==> src/rtl/current_threshold_resistivity_unit_defines.svh <==
// ----------------------------------------------------------------------------
// Assertion macros for the current threshold resistivity unit
// Concurrent checks, clocked on clock and disabled during reset.
// ----------------------------------------------------------------------------
`ifndef CURRENT_THRESHOLD_RESISTIVITY_UNIT_DEFINES_SVH
`define CURRENT_THRESHOLD_RESISTIVITY_UNIT_DEFINES_SVH

`ifndef NO_ASSERTIONS

// same-cycle implication
`define CTR_ASSERT_NOW(label, ante, cons, msg) \
   label: assert property (@(posedge clock) disable iff (reset) (ante) |-> (cons)) \
      else $error(msg);

// next-cycle implication
`define CTR_ASSERT_NEXT(label, ante, cons, msg) \
   label: assert property (@(posedge clock) disable iff (reset) (ante) |=> (cons)) \
      else $error(msg);

`else

`define CTR_ASSERT_NOW(label, ante, cons, msg)
`define CTR_ASSERT_NEXT(label, ante, cons, msg)

`endif

`endif

==> src/rtl/ctr_pkg.sv <==
// ----------------------------------------------------------------------------
// ctr_pkg
// Shared types and constants of the current threshold resistivity unit.
// ----------------------------------------------------------------------------
`default_nettype none

package ctr_pkg;

   localparam int DATA_W     = 32;
   localparam int ROOT_STEPS = 32;   // one root bit per step
   localparam int DIV_STEPS  = 32;   // one quotient bit per step
   localparam int SQ_TERMS   = 3;    // x, y, z
   localparam int CNT_W      = $clog2(ROOT_STEPS);

   // 0.1 in Q16.16, rounded to nearest
   localparam logic [DATA_W-1:0] CLAMP_Q16 = 32'd6554;

   // register indexes
   localparam logic [1:0] CSR_MODE      = 2'd0;
   localparam logic [1:0] CSR_GAIN      = 2'd1;
   localparam logic [1:0] CSR_THRESHOLD = 2'd2;

   typedef enum logic [1:0] {
      MODE_CONST   = 2'd0,
      MODE_CURRENT = 2'd1,
      MODE_DRIFT   = 2'd2
   } mode_type;

   typedef struct packed {
      logic       load;
      logic       sq_mul;
      logic       sq_acc;
      logic [1:0] sq_sel;
      logic       root_step;
      logic       div_init;
      logic       div_step;
      logic       cmp;
      logic       mul;
      logic       commit;
   } ctr_cmd_type;

   typedef struct packed {
      logic dens_zero;
      logic div_sat;
      logic out_free;
   } ctr_sts_type;

endpackage

`default_nettype wire

==> src/rtl/ctr_ctrl.sv <==
// ----------------------------------------------------------------------------
// ctr_ctrl
// Sequencer: steps the datapath through squares, root, divide and scale as the mode needs.
// ----------------------------------------------------------------------------
`default_nettype none

module ctr_ctrl (
   input  wire logic                 clock,
   input  wire logic                 reset,
   input  wire logic                 req_valid,
   output logic                      req_ready,
   input  wire ctr_pkg::mode_type    mode,
   input  wire ctr_pkg::ctr_sts_type sts,
   output ctr_pkg::ctr_cmd_type      cmd
);
   import ctr_pkg::*;

   typedef enum logic [7:0] {
      S_IDLE  = 8'b0000_0001,
      S_SQ    = 8'b0000_0010,
      S_ROOT  = 8'b0000_0100,
      S_DINIT = 8'b0000_1000,
      S_DIV   = 8'b0001_0000,
      S_CMP   = 8'b0010_0000,
      S_MUL   = 8'b0100_0000,
      S_FIN   = 8'b1000_0000
   } state_type;

   state_type        state_ff, state_in;
   logic [CNT_W-1:0] cnt_ff, cnt_in;

   always_comb begin
      state_in  = state_ff;
      cnt_in    = cnt_ff;
      req_ready = 1'b0;
      cmd       = '0;
      unique case (state_ff)
         S_IDLE: begin
            req_ready = 1'b1;
            if (req_valid) begin
               cmd.load = 1'b1;
               cnt_in   = '0;
               if (mode == MODE_CURRENT || mode == MODE_DRIFT) begin
                  state_in = S_SQ;
               end else begin
                  state_in = S_FIN;
               end
            end
         end
         S_SQ: begin
            cmd.sq_mul = (cnt_ff != CNT_W'(SQ_TERMS));
            cmd.sq_acc = (cnt_ff != '0);
            cmd.sq_sel = cnt_ff[1:0];
            cnt_in     = cnt_ff + CNT_W'(1);
            if (cnt_ff == CNT_W'(SQ_TERMS)) begin
               cnt_in = '0;
               // drift with zero density skips straight to the clamp
               if (mode == MODE_DRIFT && sts.dens_zero) begin
                  state_in = S_FIN;
               end else begin
                  state_in = S_ROOT;
               end
            end
         end
         S_ROOT: begin
            cmd.root_step = 1'b1;
            cnt_in        = cnt_ff + CNT_W'(1);
            if (cnt_ff == CNT_W'(ROOT_STEPS - 1)) begin
               cnt_in   = '0;
               state_in = (mode == MODE_DRIFT) ? S_DINIT : S_CMP;
            end
         end
         S_DINIT: begin
            cmd.div_init = 1'b1;
            state_in     = sts.div_sat ? S_CMP : S_DIV;
         end
         S_DIV: begin
            cmd.div_step = 1'b1;
            cnt_in       = cnt_ff + CNT_W'(1);
            if (cnt_ff == CNT_W'(DIV_STEPS - 1)) begin
               cnt_in   = '0;
               state_in = S_CMP;
            end
         end
         S_CMP: begin
            cmd.cmp  = 1'b1;
            state_in = S_MUL;
         end
         S_MUL: begin
            cmd.mul  = 1'b1;
            state_in = S_FIN;
         end
         S_FIN: begin
            if (sts.out_free) begin
               cmd.commit = 1'b1;
               state_in   = S_IDLE;
            end
         end
         default: begin
            state_in = S_IDLE;
         end
      endcase
   end

   always_ff @(posedge clock) begin
      if (reset) begin
         state_ff <= S_IDLE;
         cnt_ff   <= '0;
      end else begin
         state_ff <= state_in;
         cnt_ff   <= cnt_in;
      end
   end

endmodule

`default_nettype wire

==> src/rtl/ctr_dpath.sv <==
// ----------------------------------------------------------------------------
// ctr_dpath
// Datapath: shared multiplier, bit-serial root and divider, peak and output.
// ----------------------------------------------------------------------------
`default_nettype none

module ctr_dpath (
   input  wire logic                 clock,
   input  wire logic                 reset,
   input  wire ctr_pkg::ctr_cmd_type cmd,
   output ctr_pkg::ctr_sts_type      sts,
   input  wire ctr_pkg::mode_type    mode,
   input  wire logic [31:0]          gain,
   input  wire logic [31:0]          threshold,
   input  wire logic signed [31:0]   current_x,
   input  wire logic signed [31:0]   current_y,
   input  wire logic signed [31:0]   current_z,
   input  wire logic [31:0]          density,
   input  wire logic                 clear_peak,
   output logic [31:0]               resistivity,
   output logic [31:0]               peak_resistivity,
   output logic                      zero_density,
   output logic                      rsp_valid,
   input  wire logic                 rsp_ready
);
   import ctr_pkg::*;

   logic [DATA_W-1:0]   absx_ff, absx_in, absy_ff, absy_in, absz_ff, absz_in;
   logic [DATA_W-1:0]   dens_ff, dens_in;
   logic                clear_ff, clear_in;
   logic [2*DATA_W-1:0] prod_ff, prod_in;
   logic [2*DATA_W-1:0] rad_ff, rad_in;
   logic [DATA_W+1:0]   rem_ff, rem_in;
   logic [DATA_W-1:0]   root_ff, root_in;
   logic                sat_ff, sat_in;
   logic [DATA_W-1:0]   drem_ff, drem_in;
   logic [DATA_W-1:0]   dsh_ff, dsh_in;
   logic [DATA_W-1:0]   quo_ff, quo_in;
   logic                above_ff, above_in;
   logic [DATA_W-1:0]   excess_ff, excess_in;
   logic [DATA_W-1:0]   res_ff, res_in;
   logic [DATA_W-1:0]   peak_ff, peak_in;
   logic                zflag_ff, zflag_in;
   logic                valid_ff, valid_in;

   logic [DATA_W-1:0]   sq_op, mul_a, mul_b, tested, scaled, peak_base, res_new;
   logic [2*DATA_W-1:0] mul_p;
   logic [DATA_W+1:0]   rem_sh, trial;
   logic                root_ge, div_ge, drift_zero;
   logic [DATA_W:0]     dtop, ddiff;

   // shared 32x32 multiplier: squares, then excess times gain
   always_comb begin
      unique case (cmd.sq_sel)
         2'd0:    sq_op = absx_ff;
         2'd1:    sq_op = absy_ff;
         2'd2:    sq_op = absz_ff;
         default: sq_op = '0;
      endcase
   end

   assign mul_a = cmd.mul ? excess_ff : sq_op;
   assign mul_b = cmd.mul ? gain      : sq_op;
   assign mul_p = mul_a * mul_b;

   // root step: two radicand bits in, one root bit out
   assign rem_sh  = {rem_ff[DATA_W-1:0], rad_ff[2*DATA_W-1 -: 2]};
   assign trial   = {root_ff, 2'b01};
   assign root_ge = (rem_sh >= trial);

   // divide step: remainder stays below the density
   assign dtop   = {drem_ff, dsh_ff[DATA_W-1]};
   assign ddiff  = dtop - {1'b0, dens_ff};
   assign div_ge = (dtop >= {1'b0, dens_ff});

   assign tested = (mode == MODE_DRIFT) ? (sat_ff ? '1 : quo_ff) : root_ff;
   assign scaled = (prod_ff[2*DATA_W-1:16] > (2*DATA_W-16)'(CLAMP_Q16)) ?
                   CLAMP_Q16 : prod_ff[DATA_W+15:16];

   assign drift_zero = (mode == MODE_DRIFT) && (dens_ff == '0);
   assign peak_base  = clear_ff ? '0 : peak_ff;

   always_comb begin
      res_new = '0;
      unique case (mode)
         MODE_CONST:   res_new = gain;
         MODE_CURRENT: res_new = above_ff ? scaled : '0;
         MODE_DRIFT:   res_new = drift_zero ? CLAMP_Q16 : (above_ff ? scaled : '0);
         default:      res_new = '0;
      endcase
   end

   always_comb begin
      absx_in   = absx_ff;
      absy_in   = absy_ff;
      absz_in   = absz_ff;
      dens_in   = dens_ff;
      clear_in  = clear_ff;
      prod_in   = prod_ff;
      rad_in    = rad_ff;
      rem_in    = rem_ff;
      root_in   = root_ff;
      sat_in    = sat_ff;
      drem_in   = drem_ff;
      dsh_in    = dsh_ff;
      quo_in    = quo_ff;
      above_in  = above_ff;
      excess_in = excess_ff;
      res_in    = res_ff;
      peak_in   = peak_ff;
      zflag_in  = zflag_ff;
      valid_in  = valid_ff & ~rsp_ready;

      if (cmd.load) begin
         absx_in  = current_x[DATA_W-1] ? (DATA_W'(0) - current_x) : current_x;
         absy_in  = current_y[DATA_W-1] ? (DATA_W'(0) - current_y) : current_y;
         absz_in  = current_z[DATA_W-1] ? (DATA_W'(0) - current_z) : current_z;
         dens_in  = density;
         clear_in = clear_peak;
         rad_in   = '0;
         rem_in   = '0;
         root_in  = '0;
      end
      if (cmd.sq_mul || cmd.mul) begin
         prod_in = mul_p;
      end
      if (cmd.sq_acc) begin
         rad_in = rad_ff + prod_ff;   // sum of squares fits 64 bits
      end
      if (cmd.root_step) begin
         rem_in  = root_ge ? (rem_sh - trial) : rem_sh;
         root_in = {root_ff[DATA_W-2:0], root_ge};
         rad_in  = {rad_ff[2*DATA_W-3:0], 2'b00};
      end
      if (cmd.div_init) begin
         // top 16 quotient bits are zero unless saturating
         sat_in  = ({16'd0, root_ff[DATA_W-1:16]} >= dens_ff);
         drem_in = {16'd0, root_ff[DATA_W-1:16]};
         dsh_in  = {root_ff[15:0], 16'd0};
         quo_in  = '0;
      end
      if (cmd.div_step) begin
         drem_in = div_ge ? ddiff[DATA_W-1:0] : dtop[DATA_W-1:0];
         dsh_in  = {dsh_ff[DATA_W-2:0], 1'b0};
         quo_in  = {quo_ff[DATA_W-2:0], div_ge};
      end
      if (cmd.cmp) begin
         above_in  = (tested > threshold);
         excess_in = tested - threshold;
      end
      if (cmd.commit) begin
         res_in   = res_new;
         zflag_in = drift_zero;
         valid_in = 1'b1;
         unique case (mode)
            MODE_CONST:   peak_in = gain;
            MODE_CURRENT,
            MODE_DRIFT:   peak_in = (res_new > peak_base) ? res_new : peak_base;
            default:      peak_in = peak_base;
         endcase
      end
   end

   always_ff @(posedge clock) begin
      absx_ff   <= absx_in;
      absy_ff   <= absy_in;
      absz_ff   <= absz_in;
      dens_ff   <= dens_in;
      clear_ff  <= clear_in;
      prod_ff   <= prod_in;
      rad_ff    <= rad_in;
      rem_ff    <= rem_in;
      root_ff   <= root_in;
      sat_ff    <= sat_in;
      drem_ff   <= drem_in;
      dsh_ff    <= dsh_in;
      quo_ff    <= quo_in;
      above_ff  <= above_in;
      excess_ff <= excess_in;
      res_ff    <= res_in;
      zflag_ff  <= zflag_in;
      if (reset) begin
         peak_ff  <= '0;
         valid_ff <= 1'b0;
      end else begin
         peak_ff  <= peak_in;
         valid_ff <= valid_in;
      end
   end

   assign sts.dens_zero = (dens_ff == '0);
   assign sts.div_sat   = ({16'd0, root_ff[DATA_W-1:16]} >= dens_ff);
   assign sts.out_free  = ~valid_ff | rsp_ready;

   assign resistivity      = res_ff;
   assign peak_resistivity = peak_ff;
   assign zero_density     = zflag_ff;
   assign rsp_valid        = valid_ff;

endmodule

`default_nettype wire

==> src/rtl/current_threshold_resistivity_unit.sv <==
// Constant and unused modes go straight to the result; current mode runs squares, root,
// compare and scale; drift mode adds the divide, skipped when the quotient saturates.
// One item at a time: a new beat is taken only once the previous result is registered.
// Cost is set by the 32-step bit-serial square root and the 32-step restoring divider.
// Synchronous active-high reset clears mode, gain, threshold, peak and the result valid.
// ----------------------------------------------------------------------------
// current_threshold_resistivity_unit
// Resistivity from current density magnitude or drift speed, with running peak.
// ----------------------------------------------------------------------------
`default_nettype none
`include "current_threshold_resistivity_unit_defines.svh"

module current_threshold_resistivity_unit (
   input  wire logic         clock,
   input  wire logic         reset,
   // request beat
   input  wire logic         req_tvalid,
   output logic              req_tready,
   input  wire logic [127:0] req_tdata,   // current_x, current_y, current_z, density
   input  wire logic         req_tuser,   // clear_peak
   // result beat
   output logic              rsp_tvalid,
   input  wire logic         rsp_tready,
   output logic [63:0]       rsp_tdata,   // resistivity, peak_resistivity
   output logic              rsp_tuser,   // zero_density
   // register writes
   input  wire logic         csr_we,
   input  wire logic [1:0]   csr_addr,
   input  wire logic [31:0]  csr_wdata
);
   import ctr_pkg::*;

   mode_type          mode_ff, mode_in;
   logic [DATA_W-1:0] gain_ff, gain_in;
   logic [DATA_W-1:0] threshold_ff, threshold_in;

   ctr_cmd_type       cmd;
   ctr_sts_type       sts;
   logic [DATA_W-1:0] resistivity, peak_resistivity;
   logic              zero_density;

   // register file; writes to the spare index are dropped
   always_comb begin
      mode_in      = mode_ff;
      gain_in      = gain_ff;
      threshold_in = threshold_ff;
      if (csr_we) begin
         unique case (csr_addr)
            CSR_MODE:      mode_in      = mode_type'(csr_wdata[1:0]);
            CSR_GAIN:      gain_in      = csr_wdata;
            CSR_THRESHOLD: threshold_in = csr_wdata;
            default: ;
         endcase
      end
   end

   always_ff @(posedge clock) begin
      if (reset) begin
         mode_ff      <= MODE_CONST;
         gain_ff      <= '0;
         threshold_ff <= '0;
      end else begin
         mode_ff      <= mode_in;
         gain_ff      <= gain_in;
         threshold_ff <= threshold_in;
      end
   end

   // sequencer
   ctr_ctrl u_ctrl (
      .clock     (clock),
      .reset     (reset),
      .req_valid (req_tvalid),
      .req_ready (req_tready),
      .mode      (mode_ff),
      .sts       (sts),
      .cmd       (cmd)
   );

   // arithmetic, peak register and result register
   ctr_dpath u_dpath (
      .clock            (clock),
      .reset            (reset),
      .cmd              (cmd),
      .sts              (sts),
      .mode             (mode_ff),
      .gain             (gain_ff),
      .threshold        (threshold_ff),
      .current_x        ($signed(req_tdata[31:0])),
      .current_y        ($signed(req_tdata[63:32])),
      .current_z        ($signed(req_tdata[95:64])),
      .density          (req_tdata[127:96]),
      .clear_peak       (req_tuser),
      .resistivity      (resistivity),
      .peak_resistivity (peak_resistivity),
      .zero_density     (zero_density),
      .rsp_valid        (rsp_tvalid),
      .rsp_ready        (rsp_tready)
   );

   assign rsp_tdata = {peak_resistivity, resistivity};
   assign rsp_tuser = zero_density;

   // zero density always comes with the clamp value
   `CTR_ASSERT_NOW(a_zero_dens_clamp, rsp_tvalid && rsp_tuser, rsp_tdata[31:0] == CLAMP_Q16, "zero density without clamp")
   // the reported peak never falls below the result it goes with
   `CTR_ASSERT_NOW(a_peak_covers, rsp_tvalid, rsp_tdata[63:32] >= rsp_tdata[31:0], "peak below result")
   // an accepted beat keeps the block busy for the next cycle
   `CTR_ASSERT_NEXT(a_busy_after_accept, req_tvalid && req_tready, !req_tready, "ready right after accept")

endmodule

`default_nettype wire

==> config.mk <==
export PLATFORM = sky130hd
export DESIGN_NAME = current_threshold_resistivity_unit
export DESIGN_NICKNAME = d
export VERILOG_FILES = /design/src/rtl/ctr_pkg.sv /design/src/rtl/ctr_ctrl.sv /design/src/rtl/ctr_dpath.sv /design/src/rtl/current_threshold_resistivity_unit.sv
export VERILOG_INCLUDE_DIRS = /design/src /design/src/rtl
export SDC_FILE = /design/constraint.sdc
export NUM_CORES = 2
export LEC_CHECK = 0
export BUFFER_PORTS_ARGS = -buffer_cell sky130_fd_sc_hd__buf_2
export CAP_MARGIN = 40
export CORE_UTILIZATION = 60
export DETAILED_ROUTE_END_ITERATION = 6
export GPL_ROUTABILITY_DRIVEN = 0
export HOLD_SLACK_MARGIN = 0.02
export PLACE_DENSITY = 0.78
export SLEW_MARGIN = 20
export SYNTH_ARGS = -nofsm -noshare
export SYNTH_HDL_FRONTEND = slang
export SYNTH_SLANG_ARGS = --single-unit
==> constraint.sdc <==
create_clock -name clock -period 17.96 [get_ports clock]
set_input_delay 0 -clock clock [delete_from_list [all_inputs] [get_ports clock]]
set_output_delay 0 -clock clock [all_outputs]
set_load 0.02 [all_outputs]
==> out/metrics.cfg <==
[status]
status=finished, violations left
violations=design-rule violations

[global_route]
grt-ovfl-total=0
grt_first_pass_wirelength_mm=342
grt_max_degree=78
antenna_found_initial=12
grt_pass1_vias=58900
grt_use_total_pct=40.3

[worst_setup_path]
endpoint_kind=flop
slowest_delay_ps=810
worstSetupPathType=flop to flop
cp_top_family=adder cells
worst-path-buf-inv=5
crit_fanout=42
arrival_ps=12190
crit_slowest_cell=a2111oi_0
cpMostUsedCell=fa_1
start_kind=flop
critical_path_required_ps=18360

[sta]
finalMaxSlewViolations=0
finalSetupTns_ps=0
hold_violations=0
rsz0062_at_grt=no
fmax_ghz=0.0848
tightest_slew_ps=951
timing.max_slew.rel_slack_pct=36.6
finalCritPeriodShare_pct=65.7
skew_ps=64.2
fin_crit_ps=11800
setup_viol=0

[flow_run]
max_cap_viol_count=0

[synthesis]
yosys_most_used_dff=edfxtp_1
synth_top_area_share_pct=27.0
syn-cell-area_um2=66600
avgSynthCellArea_um2=9.23
synth-seq-cells=580
syn-instance-count=7211
post-synth-top-count-cell=inv_1
syn-num-nets=8760
netlist_top_cells_area=fa_1 27%, edfxtp_1 21%, ha_1 9.1%
synth_common_cells=1,144 x inv_1, 899 x fa_1, 836 x nand2_1
synth-seq-area-share_pct=24.4
synth_top_area_cell=fa_1
synth_edf_count=466
async_flop_share_pct=0
yosysWarnings=0
ys_types=75

[layout]
seqCellArea_um2=16300
area_delta_synth_final_pct=12.3
nets=9133
multi_input_area_um2=45000
top_regs=u_dpath.prod_ff x64, u_dpath.rad_ff x64
fillCellCount=7955
drive_above_1_share_pct=7.71

[floorplanning]
num_rows=121
ioPinCount=235
fp.dieW_um=335
dieHeight_um=335
dieArea_um2=112000
start_util_pct=60.8
core_um2=109000

[clock_tree]
cts_max_level=2
clockBufferDepth=3
cts_inserted_buffers=61
clock-sinks=580
cts_tree=built
clkTransAtPathRegs_ps=70
post_cts_buffers=0
cts_root_buffer=clkbuf_16
insertion_delay_ps=700

[drt]
dr_total_vias=57800
drtAntennaViolNets=0
route.met2.wl_mm=98.1
drt-total-wl_mm=226
wl_per_cell_um=24.7
drtIter0Drc=6617
vias_per_cell=6.34
wl_met3_mm=31.4
drc=1
drt-met1-wl_mm=75.1
highest_layer=met5
dr.pass1.iters=7

[place]
port_buffers=234
dpl.hpwl_mm=162

[min_path]
min_path_type=primary input to flop

-- cell families after synthesis --
group                    Yosys count  synth area share (%)
XOR/XNOR                         283                  3.72
flip-flops                       580                  24.4
multiplexers                      53                 0.810
adder cells (fa/ha/maj)         1381                  36.1
AO/OA/AOI/OAI                   1321                  12.8
buffers and inverters           1481                  8.36
AND/OR/NAND/NOR                 2112                  13.8
-- layer usage --
layer	GRT usage (%)	vias up
li1	-	24300
met1	47.2	27900
met2	60.7	4287
met3	14.4	1266
met4	30.8	6
met5	0.130	-
-- placed cells by master (no fill, tap or decap), types with 41 or more instances in the layout --
cell type and count:
a21o_1 155, a21oi_1 339, a22o_1 99, and2_1 76, buf_2 244, buf_4 118
clkbuf_16 65, dfxtp_1 114, dlygate4sd3_1 255, edfxtp_1 466, fa_1 899, ha_1 481
inv_1 1143, mux2i_1 46, nand2_1 833, nand2b_1 55, nand3_1 51, nand4_1 56
nor2_1 774, nor2b_1 49, nor3_1 43, o21a_1 57, o21ai_0 298, o21bai_1 41
xnor2_1 216, xor2_1 67
-- path summary, 6_finish.rpt --
kind / startpoint / endpoint / slack [ps] / cells after the start
hold / removal: req_tdata[116] / u_dpath.dens_ff[20] / 10 / 2
setup reg to reg: u_ctrl.state_ff[5] / u_dpath.prod_ff[63] / 6160 / 33
setup / recovery: u_ctrl.state_ff[5] / u_dpath.prod_ff[63] / 6160 / 33
hold reg to reg: threshold_ff[1] / threshold_ff[1] / 460 / 2
-- metrics by stage --
| stage | setup slack, ps | instances | hold slack (ps) | cell area [um2] | utilization, % |
|---|---|---|---|---|---|
| global placement | 6600 | 8699 | 177 | 69400 | 63.4 |
| detailed placement | 6810 | 8731 | 178 | 69900 | 63.8 |
| floorplan | 8450 | 7211 | 98.9 | 66600 | - |
| finish | 6160 | 9125 | 10.6 | 74800 | 68.3 |
| CTS | 6700 | 9102 | 20.9 | 74600 | 68.1 |
| global route | 5840 | 9114 | 26.7 | 74800 | 68.3 |
-- layout make-up --
type | instances | share of cell area, %
antenna | 12 | 0.0401
clock buffer | 79 | 2.30
clock inverter | 37 | 0.585
inverter | 1144 | 5.74
multi-input combinational | 5150 | 60.1
sequential | 580 | 21.8
tap | 1476 | 2.47
timing repair buffer | 647 | 7.00
-- repair_timing --
action                                 4_1_cts  5_1_grt
endpoints found under the hold margin      215        0
resized for setup                            0        0
hold buffers                               255        0
Power is left out: the tool's default activity adds up to more than one toggle a clock period on the data nets, which glitch-free logic cannot reach.
